<file path="src/rtl/core/dpwh_pkg.sv">
package dpwh_pkg;

  // Widths of the configuration and sample fields.
  localparam int unsigned VAL_W  = 16;
  localparam int unsigned TIME_W = 32;
  localparam int unsigned BEAM_W = 3;
  localparam int unsigned IDX_W  = 3;
  localparam int unsigned MAX_SENSORS = 4;

  localparam logic [VAL_W-1:0] COUNT_MAX = {VAL_W{1'b1}};

  // Configuration register indexes.
  localparam logic [IDX_W-1:0] REG_PULSE_MIN      = 3'd0;
  localparam logic [IDX_W-1:0] REG_PULSE_MAX      = 3'd1;
  localparam logic [IDX_W-1:0] REG_RANGE_LOW      = 3'd2;
  localparam logic [IDX_W-1:0] REG_RANGE_HIGH     = 3'd3;
  localparam logic [IDX_W-1:0] REG_HOLDOFF_MS     = 3'd4;
  localparam logic [IDX_W-1:0] REG_CROSS_INHIBIT  = 3'd5;
  localparam logic [IDX_W-1:0] REG_IR_ENABLE      = 3'd6;

  // Reset values of the configuration registers.
  localparam logic [VAL_W-1:0] RST_PULSE_MIN     = 16'd2;
  localparam logic [VAL_W-1:0] RST_PULSE_MAX     = 16'd20;
  localparam logic [VAL_W-1:0] RST_RANGE_LOW     = 16'd400;
  localparam logic [VAL_W-1:0] RST_RANGE_HIGH    = 16'd1500;
  localparam logic [VAL_W-1:0] RST_HOLDOFF_MS    = 16'd1500;
  localparam logic [VAL_W-1:0] RST_CROSS_INHIBIT = 16'd100;

  // Distance window seen by each sensor lane.
  typedef struct packed {
    logic [VAL_W-1:0] low;
    logic [VAL_W-1:0] high;
  } range_win_t;

  // Settings used by the detection core.
  typedef struct packed {
    logic [VAL_W-1:0] pulse_min;
    logic [VAL_W-1:0] pulse_max;
    logic [VAL_W-1:0] holdoff_ms;
    logic [VAL_W-1:0] cross_inhibit_ms;
    logic             ir_enable;
  } det_cfg_t;

  // One result.
  typedef struct packed {
    logic ultra_hit;
    logic ir_hit;
  } hit_t;

endpackage

</file>
<file path="src/rtl/core/dual_pulse_width_hit_detector_unit.sv">
// Channel  Direction  Handshake            Payload
// in       input      in_valid / in_stall  now_ms, distance_0..3, beam_lines
// out      output     out_valid/out_stall  ultra_hit, ir_hit
// config   input      write_enable         write_index, write_data
//
// One request is taken per cycle while in_stall is low; its result is registered in the result buffer.
// Per-sensor range lanes and both detection paths are combinational.
// A two-entry result buffer keeps requests flowing while out_stall is high;
// in_stall rises only when both entries wait.
// Reset is synchronous: counters, lockout times and the buffer clear and
// the registers take their defaults.
module dual_pulse_width_hit_detector_unit #(
  parameter int unsigned SENSOR_COUNT = 4
) (
  input  logic                         clk,
  input  logic                         rst,
  input  logic                         write_enable,
  input  logic [dpwh_pkg::IDX_W-1:0]   write_index,
  input  logic [dpwh_pkg::VAL_W-1:0]   write_data,
  input  logic                         in_valid,
  output logic                         in_stall,
  input  logic [dpwh_pkg::TIME_W-1:0]  now_ms,
  input  logic [dpwh_pkg::VAL_W-1:0]   distance_0,
  input  logic [dpwh_pkg::VAL_W-1:0]   distance_1,
  input  logic [dpwh_pkg::VAL_W-1:0]   distance_2,
  input  logic [dpwh_pkg::VAL_W-1:0]   distance_3,
  input  logic [dpwh_pkg::BEAM_W-1:0]  beam_lines,
  output logic                         out_valid,
  input  logic                         out_stall,
  output logic                         ultra_hit,
  output logic                         ir_hit
);

  logic [dpwh_pkg::VAL_W-1:0] pulse_min, pulse_max, range_low, range_high;
  logic [dpwh_pkg::VAL_W-1:0] holdoff_ms, cross_inhibit_ms;
  logic                       ir_enable;

  logic [dpwh_pkg::VAL_W-1:0] sensor_d [dpwh_pkg::MAX_SENSORS];
  logic [SENSOR_COUNT-1:0]    lane_in_range;
  dpwh_pkg::range_win_t       win;
  dpwh_pkg::det_cfg_t         det_cfg;
  dpwh_pkg::hit_t             det_hit, head;
  logic                       step, pop, buf_full;

  // Configuration registers; unknown indexes are ignored.
  always_ff @(posedge clk) begin
    if (rst) begin
      pulse_min        <= dpwh_pkg::RST_PULSE_MIN;
      pulse_max        <= dpwh_pkg::RST_PULSE_MAX;
      range_low        <= dpwh_pkg::RST_RANGE_LOW;
      range_high       <= dpwh_pkg::RST_RANGE_HIGH;
      holdoff_ms       <= dpwh_pkg::RST_HOLDOFF_MS;
      cross_inhibit_ms <= dpwh_pkg::RST_CROSS_INHIBIT;
      ir_enable        <= 1'b1;
    end else if (write_enable) begin
      case (write_index)
        dpwh_pkg::REG_PULSE_MIN:     pulse_min        <= write_data;
        dpwh_pkg::REG_PULSE_MAX:     pulse_max        <= write_data;
        dpwh_pkg::REG_RANGE_LOW:     range_low        <= write_data;
        dpwh_pkg::REG_RANGE_HIGH:    range_high       <= write_data;
        dpwh_pkg::REG_HOLDOFF_MS:    holdoff_ms       <= write_data;
        dpwh_pkg::REG_CROSS_INHIBIT: cross_inhibit_ms <= write_data;
        dpwh_pkg::REG_IR_ENABLE:     ir_enable        <= write_data[0];
        default: ;
      endcase
    end
  end

  assign win.low  = range_low;
  assign win.high = range_high;

  assign det_cfg.pulse_min        = pulse_min;
  assign det_cfg.pulse_max        = pulse_max;
  assign det_cfg.holdoff_ms       = holdoff_ms;
  assign det_cfg.cross_inhibit_ms = cross_inhibit_ms;
  assign det_cfg.ir_enable        = ir_enable;

  assign sensor_d[0] = distance_0;
  assign sensor_d[1] = distance_1;
  assign sensor_d[2] = distance_2;
  assign sensor_d[3] = distance_3;

  // One range lane per fitted sensor.
  for (genvar i = 0; i < SENSOR_COUNT; i++) begin : g_lane
    dpwh_range_lane u_lane (
      .distance (sensor_d[i]),
      .win      (win),
      .in_range (lane_in_range[i])
    );
  end

  // Handshakes.
  assign in_stall = buf_full;
  assign step     = in_valid && !in_stall;
  assign pop      = out_valid && !out_stall;

  // Both detection paths; the lanes merge by a plain OR.
  dpwh_detect u_detect (
    .clk          (clk),
    .rst          (rst),
    .step         (step),
    .cfg          (det_cfg),
    .now_ms       (now_ms),
    .any_in_range (|lane_in_range),
    .beam_lines   (beam_lines),
    .hit          (det_hit)
  );

  // Result buffer.
  dpwh_out_queue u_queue (
    .clk       (clk),
    .rst       (rst),
    .push      (step),
    .push_data (det_hit),
    .pop       (pop),
    .head      (head),
    .not_empty (out_valid),
    .full      (buf_full)
  );

  assign ultra_hit = head.ultra_hit;
  assign ir_hit    = head.ir_hit;

  // A full buffer always has a result on offer.
  assert property (@(posedge clk) disable iff (rst) in_stall |-> out_valid)
    else $error("request stalled with no result pending");

  // Nothing is on offer right after reset.
  assert property (@(posedge clk) $past(rst) |-> !out_valid)
    else $error("result offered right after reset");

  // A disabled IR path never fires.
  assert property (@(posedge clk) disable iff (rst) (step && !ir_enable) |-> !det_hit.ir_hit)
    else $error("IR hit while the IR path is disabled");

endmodule

</file>
<file path="src/rtl/core/dpwh_range_lane.sv">
module dpwh_range_lane (
  input  logic [dpwh_pkg::VAL_W-1:0] distance,
  input  dpwh_pkg::range_win_t       win,
  output logic                       in_range
);

  // A present sensor counts when it reads strictly inside the window.
  assign in_range = (distance != '0) && (distance > win.low) && (distance < win.high);

endmodule

</file>
<file path="src/rtl/core/dpwh_detect.sv">
module dpwh_detect (
  input  logic                        clk,
  input  logic                        rst,
  input  logic                        step,
  input  dpwh_pkg::det_cfg_t          cfg,
  input  logic [dpwh_pkg::TIME_W-1:0] now_ms,
  input  logic                        any_in_range,
  input  logic [dpwh_pkg::BEAM_W-1:0] beam_lines,
  output dpwh_pkg::hit_t              hit
);

  logic [dpwh_pkg::VAL_W-1:0]  ultra_count, ultra_count_next;
  logic [dpwh_pkg::VAL_W-1:0]  beam_count, beam_count_next;
  logic [dpwh_pkg::TIME_W-1:0] ultra_last_time, ultra_last_time_next;
  logic [dpwh_pkg::TIME_W-1:0] beam_last_time, beam_last_time_next;

  logic [dpwh_pkg::TIME_W-1:0] ultra_age, beam_age, holdoff_wide;
  logic                        ultra_locked, beam_locked;
  logic [dpwh_pkg::VAL_W-1:0]  ultra_bumped, beam_bumped, inhibit_off;
  logic                        ultra_in_win, beam_in_win;

  // Lockout tests on modular time differences.
  assign holdoff_wide = {{(dpwh_pkg::TIME_W-dpwh_pkg::VAL_W){1'b0}}, cfg.holdoff_ms};
  assign ultra_age    = now_ms - ultra_last_time;
  assign beam_age     = now_ms - beam_last_time;
  assign ultra_locked = ultra_age < holdoff_wide;
  assign beam_locked  = beam_age < holdoff_wide;

  // Saturating counter increments and pulse window checks.
  assign ultra_bumped = (ultra_count == dpwh_pkg::COUNT_MAX) ? ultra_count
                                                             : ultra_count + 16'd1;
  assign beam_bumped  = (beam_count == dpwh_pkg::COUNT_MAX) ? beam_count
                                                            : beam_count + 16'd1;
  assign ultra_in_win = (ultra_count > cfg.pulse_min) && (ultra_count < cfg.pulse_max);
  assign beam_in_win  = (beam_bumped > cfg.pulse_min) && (beam_bumped < cfg.pulse_max);

  // An IR hit leaves the ultrasonic path only the cross inhibit to wait out, or the full holdoff when that is shorter.
  assign inhibit_off = (cfg.holdoff_ms > cfg.cross_inhibit_ms) ?
                       cfg.holdoff_ms - cfg.cross_inhibit_ms : '0;

  // Next state of both paths; the IR path runs after the ultrasonic one.
  always_comb begin
    ultra_count_next     = ultra_count;
    ultra_last_time_next = ultra_last_time;
    beam_count_next      = beam_count;
    beam_last_time_next  = beam_last_time;
    hit                  = '0;

    if (!ultra_locked) begin
      if (any_in_range) begin
        ultra_count_next = ultra_bumped;
      end else begin
        if (ultra_in_win) begin
          ultra_last_time_next = now_ms;
          hit.ultra_hit        = 1'b1;
        end
        ultra_count_next = '0;
      end
    end

    if (cfg.ir_enable && !beam_locked) begin
      if (beam_lines != '0) begin
        beam_count_next = beam_bumped;
        if (beam_in_win) begin
          beam_last_time_next  = now_ms;
          ultra_last_time_next = now_ms -
            {{(dpwh_pkg::TIME_W-dpwh_pkg::VAL_W){1'b0}}, inhibit_off};
          hit.ir_hit           = 1'b1;
        end
      end else begin
        beam_count_next = '0;
      end
    end
  end

  // State advances once for each accepted request.
  always_ff @(posedge clk) begin
    if (rst) begin
      ultra_count     <= '0;
      ultra_last_time <= '0;
      beam_count      <= '0;
      beam_last_time  <= '0;
    end else if (step) begin
      ultra_count     <= ultra_count_next;
      ultra_last_time <= ultra_last_time_next;
      beam_count      <= beam_count_next;
      beam_last_time  <= beam_last_time_next;
    end
  end

endmodule

</file>
<file path="src/rtl/core/dpwh_out_queue.sv">
module dpwh_out_queue (
  input  logic           clk,
  input  logic           rst,
  input  logic           push,
  input  dpwh_pkg::hit_t push_data,
  input  logic           pop,
  output dpwh_pkg::hit_t head,
  output logic           not_empty,
  output logic           full
);

  logic [1:0]     count, count_next;
  dpwh_pkg::hit_t slot0, slot1;

  assign count_next = count + {1'b0, push} - {1'b0, pop};
  assign head       = slot0;
  assign not_empty  = count != 2'd0;
  assign full       = count == 2'd2;

  // Occupancy of the two-entry buffer.
  always_ff @(posedge clk) begin
    if (rst) begin
      count <= '0;
    end else begin
      count <= count_next;
    end
  end

  // The head slot takes the second slot or new data as entries move on.
  always_ff @(posedge clk) begin
    if (pop) begin
      if (count == 2'd2) begin
        slot0 <= slot1;
      end else if (push) begin
        slot0 <= push_data;
      end
    end else if (push) begin
      if (count == 2'd0) begin
        slot0 <= push_data;
      end else begin
        slot1 <= push_data;
      end
    end
  end

endmodule
</file>
<file path="config.mk">
export PLATFORM = sky130hd
export DESIGN_NAME = dual_pulse_width_hit_detector_unit
export DESIGN_NICKNAME = d
export VERILOG_FILES = /design/src/rtl/core/dpwh_pkg.sv /design/src/rtl/core/dual_pulse_width_hit_detector_unit.sv /design/src/rtl/core/dpwh_range_lane.sv /design/src/rtl/core/dpwh_detect.sv /design/src/rtl/core/dpwh_out_queue.sv
export SDC_FILE = /design/constraint.sdc
export NUM_CORES = 1
export LEC_CHECK = 0
export BUFFER_PORTS_ARGS = -buffer_cell sky130_fd_sc_hd__buf_2
export CAP_MARGIN = 20
export CORE_ASPECT_RATIO = 1.75
export CORE_MARGIN = 2
export CORE_UTILIZATION = 55
export DETAILED_ROUTE_END_ITERATION = 12
export GPL_ROUTABILITY_DRIVEN = 0
export GPL_TIMING_DRIVEN = 0
export PLACE_DENSITY = 0.76
export SYNTH_ARGS = -nofsm -noshare
export SYNTH_HDL_FRONTEND = slang
export SYNTH_SLANG_ARGS = --single-unit
</file>
<file path="constraint.sdc">
create_clock -name clk -period 6.2 [get_ports clk]
set_clock_uncertainty 0.05 [all_clocks]
set_input_delay 1.24 -clock clk [delete_from_list [all_inputs] [get_ports clk]]
set_output_delay 1.24 -clock clk [all_outputs]
set_load 0.01 [all_outputs]
</file>
==> impl_metrics.toml, run 1 <==
[route]
drt-total-wl_um = 63200
dr.pass1.iters = 6
drt_iter0_markers = 1249
viasPerCell = 6.36
wl_per_cell_um = 20.8
drcViolationCount = 0
vias = 19300
ant_nets = 0

[critical_path]
critical_path_class = "input pin to flop"
r2r-start = "holdoff_ms[0]"
slowest_stage = "or3_1"
reg2regPathDepth = 27
worst_path_largest_cell_delay_ns = 0.50
cp.arrival_ns = 6.33
cp.required_ns = 6.46
reg2reg_slack_ns = 0.34
crit_path_cell_trace = "buf_2 -> ha_1 -> nor2b_1 -> o31a_1 -> a21oi_4 -> nand2b_1 -> a31oi_1 -> nor2_1 -> nor2_1 -> xnor2_1 -> ha_1 -> nand4_1 -> or3_1 -> a21oi_4 -> nor4b_1 -> nand4_1 -> nor4_4 -> buf_4 -> nor3_2 -> nand2_4 -> buf_8 -> o22ai_1 -> nor3_1"
start_kind = "input pin"
r2r_end = "u_detect.ultra_last_time[29]"
critPathCaptureType = "flop"
critPathMaxFanout = 10

[sta]
slew_viol_final = 0
min_period_ns = 6.06
setup_viol = 0
fmax_mhz = 165
worst_pin_slew_ns = 1.18
finalCritPeriodShare_pct = 97.8
finalHoldViolCount = 0
relSlewSlack_pct = 21.4

[grt]
gr-usage-met1_pct = 33.4
grt_pass1_wl_um = 96600
use_met2_pct = 62.7
grt_busiest_layer = "met2"
grtUsageMet3_pct = 6.76
grt_pass1_vias = 19200
track_usage_pct = 35.3
grt_max_degree = 21
antenna_found_initial = 0
grt_overflow = 0

[synth]
yosysMostFrequentCell = "nand2_1"
avgSynthCellArea_um2 = 7.51
async_reset_ff_share_pct = 0
synth_seq_cells = 199
synth_nets = 2905
yosysWarnings = 0
seq_area_frac_synth_pct = 21.7
yosysTopAreaCellShare_pct = 21.2
syn_inst = 2464
synth_edf_count = 4
syn_area_um2 = 18500
yosysUniqueCellTypes = 81
synth.largest_area_cell = "ha_1"
synthTopCellsByArea = "ha_1, dfxtp_1, a21oi_1, nand2_1, inv_1"
ys_top_cells_by_count = "nand2_1, ha_1, a21oi_1, inv_1, dfxtp_1"
synth_ff_type = "dfxtp_1"

[placed_design]
io_buffers = 121
placed_cell_area_um2 = 19600
dp_hpwl_um = 49900
placed_cells = 2990

[final_layout]
area_growth_syn_to_layout_pct = 12.0
drive_above_1_share_pct = 9.98
layout.nets = 3062
fin_area_um2 = 20700
final_cells = 3040

[min_path]
hold_depth = 2
hold_class = "flop to flop"
whs_endpoint = "u_detect.beam_last_time[14]"
hp-start = "u_detect.beam_last_time[14]"

[run_status]
status = "complete, no violations"

[flow_run]
max-cap-violations = 0

[cts]
clkSinkCount = 199
clk_latency_ns = 0.47
clockRootBuffer = "clkbuf_16"
cts_tree = "done"
cts_max_level = 4
clk_pin_slew_ns = 0.08
cts_inserted_buffers = 17
ctsHoldBuffers = 0
clockBufferDepth = 2

[die]
core_area_um2 = 33000
dieArea_um2 = 35200
die_y_um = 247
io_pins = 127
initial_utilization_pct = 56.0
die_w_um = 143
rows = 88

[power_and_ir_drop]
leakagePower_uw = 0.00860
power_density_nw_per_um2 = 222
ir_worst_vdd_mv = 0.208
==> how the worst max path moves through the flow <==
stage,start,end,slack (ns),cells after the start
finish,now_ms[1],u_detect.ultra_last_time[13],0.14,23
global route,holdoff_ms[0],u_detect.ultra_last_time[29],-0.05,28
CTS,now_ms[0],u_detect.beam_count[14],0.03,28
detailed placement,now_ms[0],u_detect.ultra_last_time[1],-1.79,23
global placement,now_ms[0],u_detect.ultra_last_time[1],-1.69,23
floorplan,now_ms[0],u_detect.beam_count[7],0.18,27
==> critical path, delay by kind of cell <==
family	cells	cell delay (ns)
XOR/XNOR	1	0.08
adder cells (fa/ha/maj)	2	0.58
buffers and inverters	3	0.63
AO/OA/AOI/OAI	5	1.41
AND/OR/NAND/NOR	12	2.37
==> registers in the layout, summed over array words and instances (netlist names) <==
signal                    cells
cross_inhibit_ms             16
u_queue.head                  2
ir_enable                     1
pulse_min                    16
u_queue.count                 2
range_high                   16
pulse_max                    16
u_detect.ultra_count         16
u_detect.beam_count          16
range_low                    16
u_detect.ultra_last_time     32
u_queue.slot1                 2
holdoff_ms                   16
u_detect.beam_last_time      32
==> cell usage in the layout (no fill, tap or decap), drive strengths merged, types with 9 or more instances in the layout <==
cell type and instances:
dfxtp 195, a21oi 305, o211ai 35, xor2 31
o221ai 21, nor2b 35, mux2i 12, a31oi 22
inv 224, nor3 44, o21a 29, o22ai 9
o31a 12, ha 314, a211oi 24, o21bai 13
or3 22, nor4 32, nor2 132, nand2b 28
nand2 360, clkbuf 83, xnor2 53, a21o 62
o21ai 116, nand3 52, and3 22, nand4 58
buf 154
==> cell type report <==
class	instances	area (um2)
Sequential cell	199	4030
Inverter	216	816
Buffer	81	405
Fill cell	2975	12300
Antenna cell	1	2.50
Tap cell	405	507
Clock buffer	18	429
Clock inverter	14	156
Timing Repair Buffer	138	759
Multi-Input combinational cell	1968	13600
==> per-layer routing <==
layer | share of wire (%) | up-vias
li1 | - | 9195
met1 | 34 | 8902
met2 | 49 | 877
met3 | 6.5 | 366
met4 | 11 | 0
met5 | 0 | -
==> logic make-up after synthesis <==
kind of cell / after synthesis / share of synthesized area [%]
muxes: 16 / 0.892
xor gates and xnor gates: 84 / 3.97
and+or+nand+nor: 828 / 21.1
buffers and inverters: 297 / 6.19
DFF: 199 / 21.7
AOI/OAI and AO/OA: 722 / 24.4
adders and majority gates: 318 / 21.7
==> what timing repair did <==
| action | CTS | global route |
|---|---|---|
| setup endpoints to repair | 99 | 97 |
| buffers inserted | 8 | 7 |
| pin swaps | 8 | 19 |
| gates cloned | 1 | 0 |
| resized for setup | 52 | 43 |
==> power by group <==
group / internal [uW] / switching, uW
Clock: 541 / 598
Sequential: 1370 / 42.8
Combinational: 782 / 1260
Total: 2690 / 1900
==> metrics by stage <==
step	setup TNS [ns]	hold WS, ns	worst slack (ns)	utilization, %	total power, uW
finish	0	0.405	0.135	62.8	4600
global route	-0.0478	0.425	-0.0478	62.8	4840
CTS	0	0.408	0.0321	62.0	4470
detailed placement	-114.42	0.397	-1.79	59.4	3270
global placement	-108.42	0.391	-1.69	59.4	3220
floorplan	0	0.384	0.180	-	2730
Note: power is estimated with default switching activity, not from simulation.
==> run 2: changes to the inputs <==
--- a/config.mk
+++ b/config.mk
@@ -8,7 +8,7 @@
 export BUFFER_PORTS_ARGS = -buffer_cell sky130_fd_sc_hd__buf_2
 export CAP_MARGIN = 20
 export CORE_ASPECT_RATIO = 1.75
-export CORE_MARGIN = 2
+export CORE_MARGIN = 1.5
 export CORE_UTILIZATION = 55
 export DETAILED_ROUTE_END_ITERATION = 12
 export GPL_ROUTABILITY_DRIVEN = 0
==> run 2 against run 1 <==
Compared with the run above: final cell count about the same; register-to-register slack about the same; non-clock buffer count increased by 1; design area decreased by 0.37%; first-iteration DRC count increased by 8.2%; sequential cell count unchanged; via count increased by 0.38%.
==> impl_metrics.toml, run 2 (synthesized netlist as in run 1, its figures left out) <==
[route]
viasPerCell = 6.38
ant_nets = 0
drt-total-wl_um = 63300
wl_per_cell_um = 20.8
dr.pass1.iters = 6
drcViolationCount = 0
drt_iter0_markers = 1352
vias = 19400

[die]
initial_utilization_pct = 56.0
io_pins = 127
core_area_um2 = 33000
dieArea_um2 = 34800
die_y_um = 246
die_w_um = 142
rows = 88

[grt]
antenna_found_initial = 1
gr-usage-met1_pct = 34.7
use_met2_pct = 64.1
grt_max_degree = 21
grt_overflow = 0
grt_busiest_layer = "met2"
grt_pass1_wl_um = 96800
grt_pass1_vias = 19000
track_usage_pct = 36.0
grtUsageMet3_pct = 6.45

[critical_path]
critPathCaptureType = "flop"
cp.arrival_ns = 6.28
endpoint = "u_detect.beam_count[8]"
worst_path_largest_cell_delay_ns = 0.74
r2r-start = "holdoff_ms[0]"
crit_start = "now_ms[6]"
r2r_end = "u_detect.ultra_last_time[18]"
cp.required_ns = 6.49
slowest_stage = "a2111oi_0"
reg2regPathDepth = 28
critPathMaxFanout = 10
crit_path_cell_trace = "buf_2 -> ha_1 -> a21oi_1 -> o21ai_1 -> a2111oi_0 -> o31ai_1 -> xor2_1 -> ha_1 -> and4_1 -> o21ai_1 -> a31oi_1 -> a31oi_1 -> nand4_1 -> nor4_2 -> or4b_4 -> or4_4 -> nand3_1 -> clkbuf_4 -> buf_6 -> mux2i_1 -> nor2_1"
start_kind = "input pin"
reg2reg_slack_ns = 0.34
critical_path_class = "input pin to flop"

[final_layout]
reg_top3 = "u_detect.beam_last_time x32, u_detect.ultra_last_time x32"
fillers = 3024
final_cells = 3041
layout_commonest_cell = "nand2_1"
area_growth_syn_to_layout_pct = 11.6
layout.nets = 3063
finalCoreUtilization_pct = 62.5
drive_above_1_share_pct = 10.4
fin_area_um2 = 20700
final_cell_mix = "nand2_1, ha_1, a21oi_1"

[placed_design]
dp_hpwl_um = 50200
placed_cell_area_um2 = 19600
dp_slack_ns = -1.66
placed_cells = 2991
io_buffers = 121

[power_and_ir_drop]
clkPwrFrac_pct = 25.1
p_seq_share_pct = 30.9
power.internal_uw = 2670
swShare_pct = 41.6
ir_worst_vdd_mv = 0.212
p_switching_uw = 1900
power_density_nw_per_um2 = 221
combPwrFrac_pct = 44.0
leakagePower_uw = 0.00857

[sta]
worst_pin_slew_ns = 1.07
slew_viol_final = 0
setup_viol = 0
relSlewSlack_pct = 27.1
min_period_ns = 5.99
finalHoldViolCount = 0
tns_ns = 0
fmax_mhz = 167
finalCritPeriodShare_pct = 96.6
setup_ws_ns = 0.211

[cts]
clockBufferDepth = 2
cts_max_level = 4
clk_pin_slew_ns = 0.08
clkSinkCount = 199
clk_latency_ns = 0.48
ctsHoldBuffers = 0
clockRootBuffer = "clkbuf_16"
cts_tree = "done"
cts_inserted_buffers = 17

[run_status]
status = "complete, no violations"

[min_path]
hold_class = "flop to flop"

[flow_run]
max-cap-violations = 0
run 2: cell count changes in the layout (fill, tap and decap cells not counted), moves of 3 or more:
cell,delta
buf_8,-4
clkbuf_1,-4
clkbuf_4,+4
o21ai_1,+4
clkbuf_2,+3
inv_6,-3
o21ai_0,-3
run 2: layer usage:
metal  up-vias  wire (um)
met5         -          0
met1      8985      21600
li1       9198          -
met2       872      31100
met3       358       3950
met4         0       6610
run 2: critical path: cells and delay by family:
family,cells,cell delay [ns]
buf+inv,3,0.54
fa+ha+maj,2,0.68
compound gates,7,1.66
simple gates,7,1.72
mux,1,0.22
xor+xnor,1,0.20
run 2: power by group through the flow:
stage               Clock [uW]  Sequential [uW]  Combinational, uW
floorplan                    0             1430               1300
global placement             0             1440               1780
detailed placement           0             1440               1840
CTS                       1150             1410               1900
global route              1200             1420               2200
finish                    1150             1410               2010
run 2: worst min path at each step:
stage / startpoint / endpoint / cells past startpoint
final: range_low[2] / range_low[2] / 2
after global routing: u_detect.beam_last_time[7] / u_detect.beam_last_time[7] / 2
after CTS: range_high[14] / range_high[14] / 2
after detailed placement: u_detect.beam_last_time[5] / u_detect.beam_last_time[5] / 2
after global placement: u_detect.beam_last_time[5] / u_detect.beam_last_time[5] / 2
after floorplan: u_detect.ultra_last_time[2] / u_detect.ultra_last_time[2] / 2
run 2: timing repair:
action                     CTS  global route
setup endpoints to repair  100            92
pin swaps                    9            22
resized for setup           41            52
buffers inserted            11             5
run 2: final cells by class:
type | instances | area (um2) | share of cell area [%]
clock buffer | 17 | 425 | 2.06
multi-input combinational | 1968 | 13600 | 65.9
antenna | 1 | 2.50 | 0.0121
tap | 405 | 507 | 2.45
sequential | 199 | 4030 | 19.5
timing repair buffer | 139 | 746 | 3.61
buffer | 81 | 368 | 1.78
clock inverter | 15 | 164 | 0.794
inverter | 216 | 811 | 3.93
run 2: stage by stage:
| step | hold WS, ns | total power (uW) |
|---|---|---|
| finish | 0.407 | 4570 |
| global route | 0.420 | 4810 |
| CTS | 0.407 | 4460 |
| detailed placement | 0.397 | 3280 |
| global placement | 0.391 | 3220 |
| floorplan | 0.384 | 2730 |
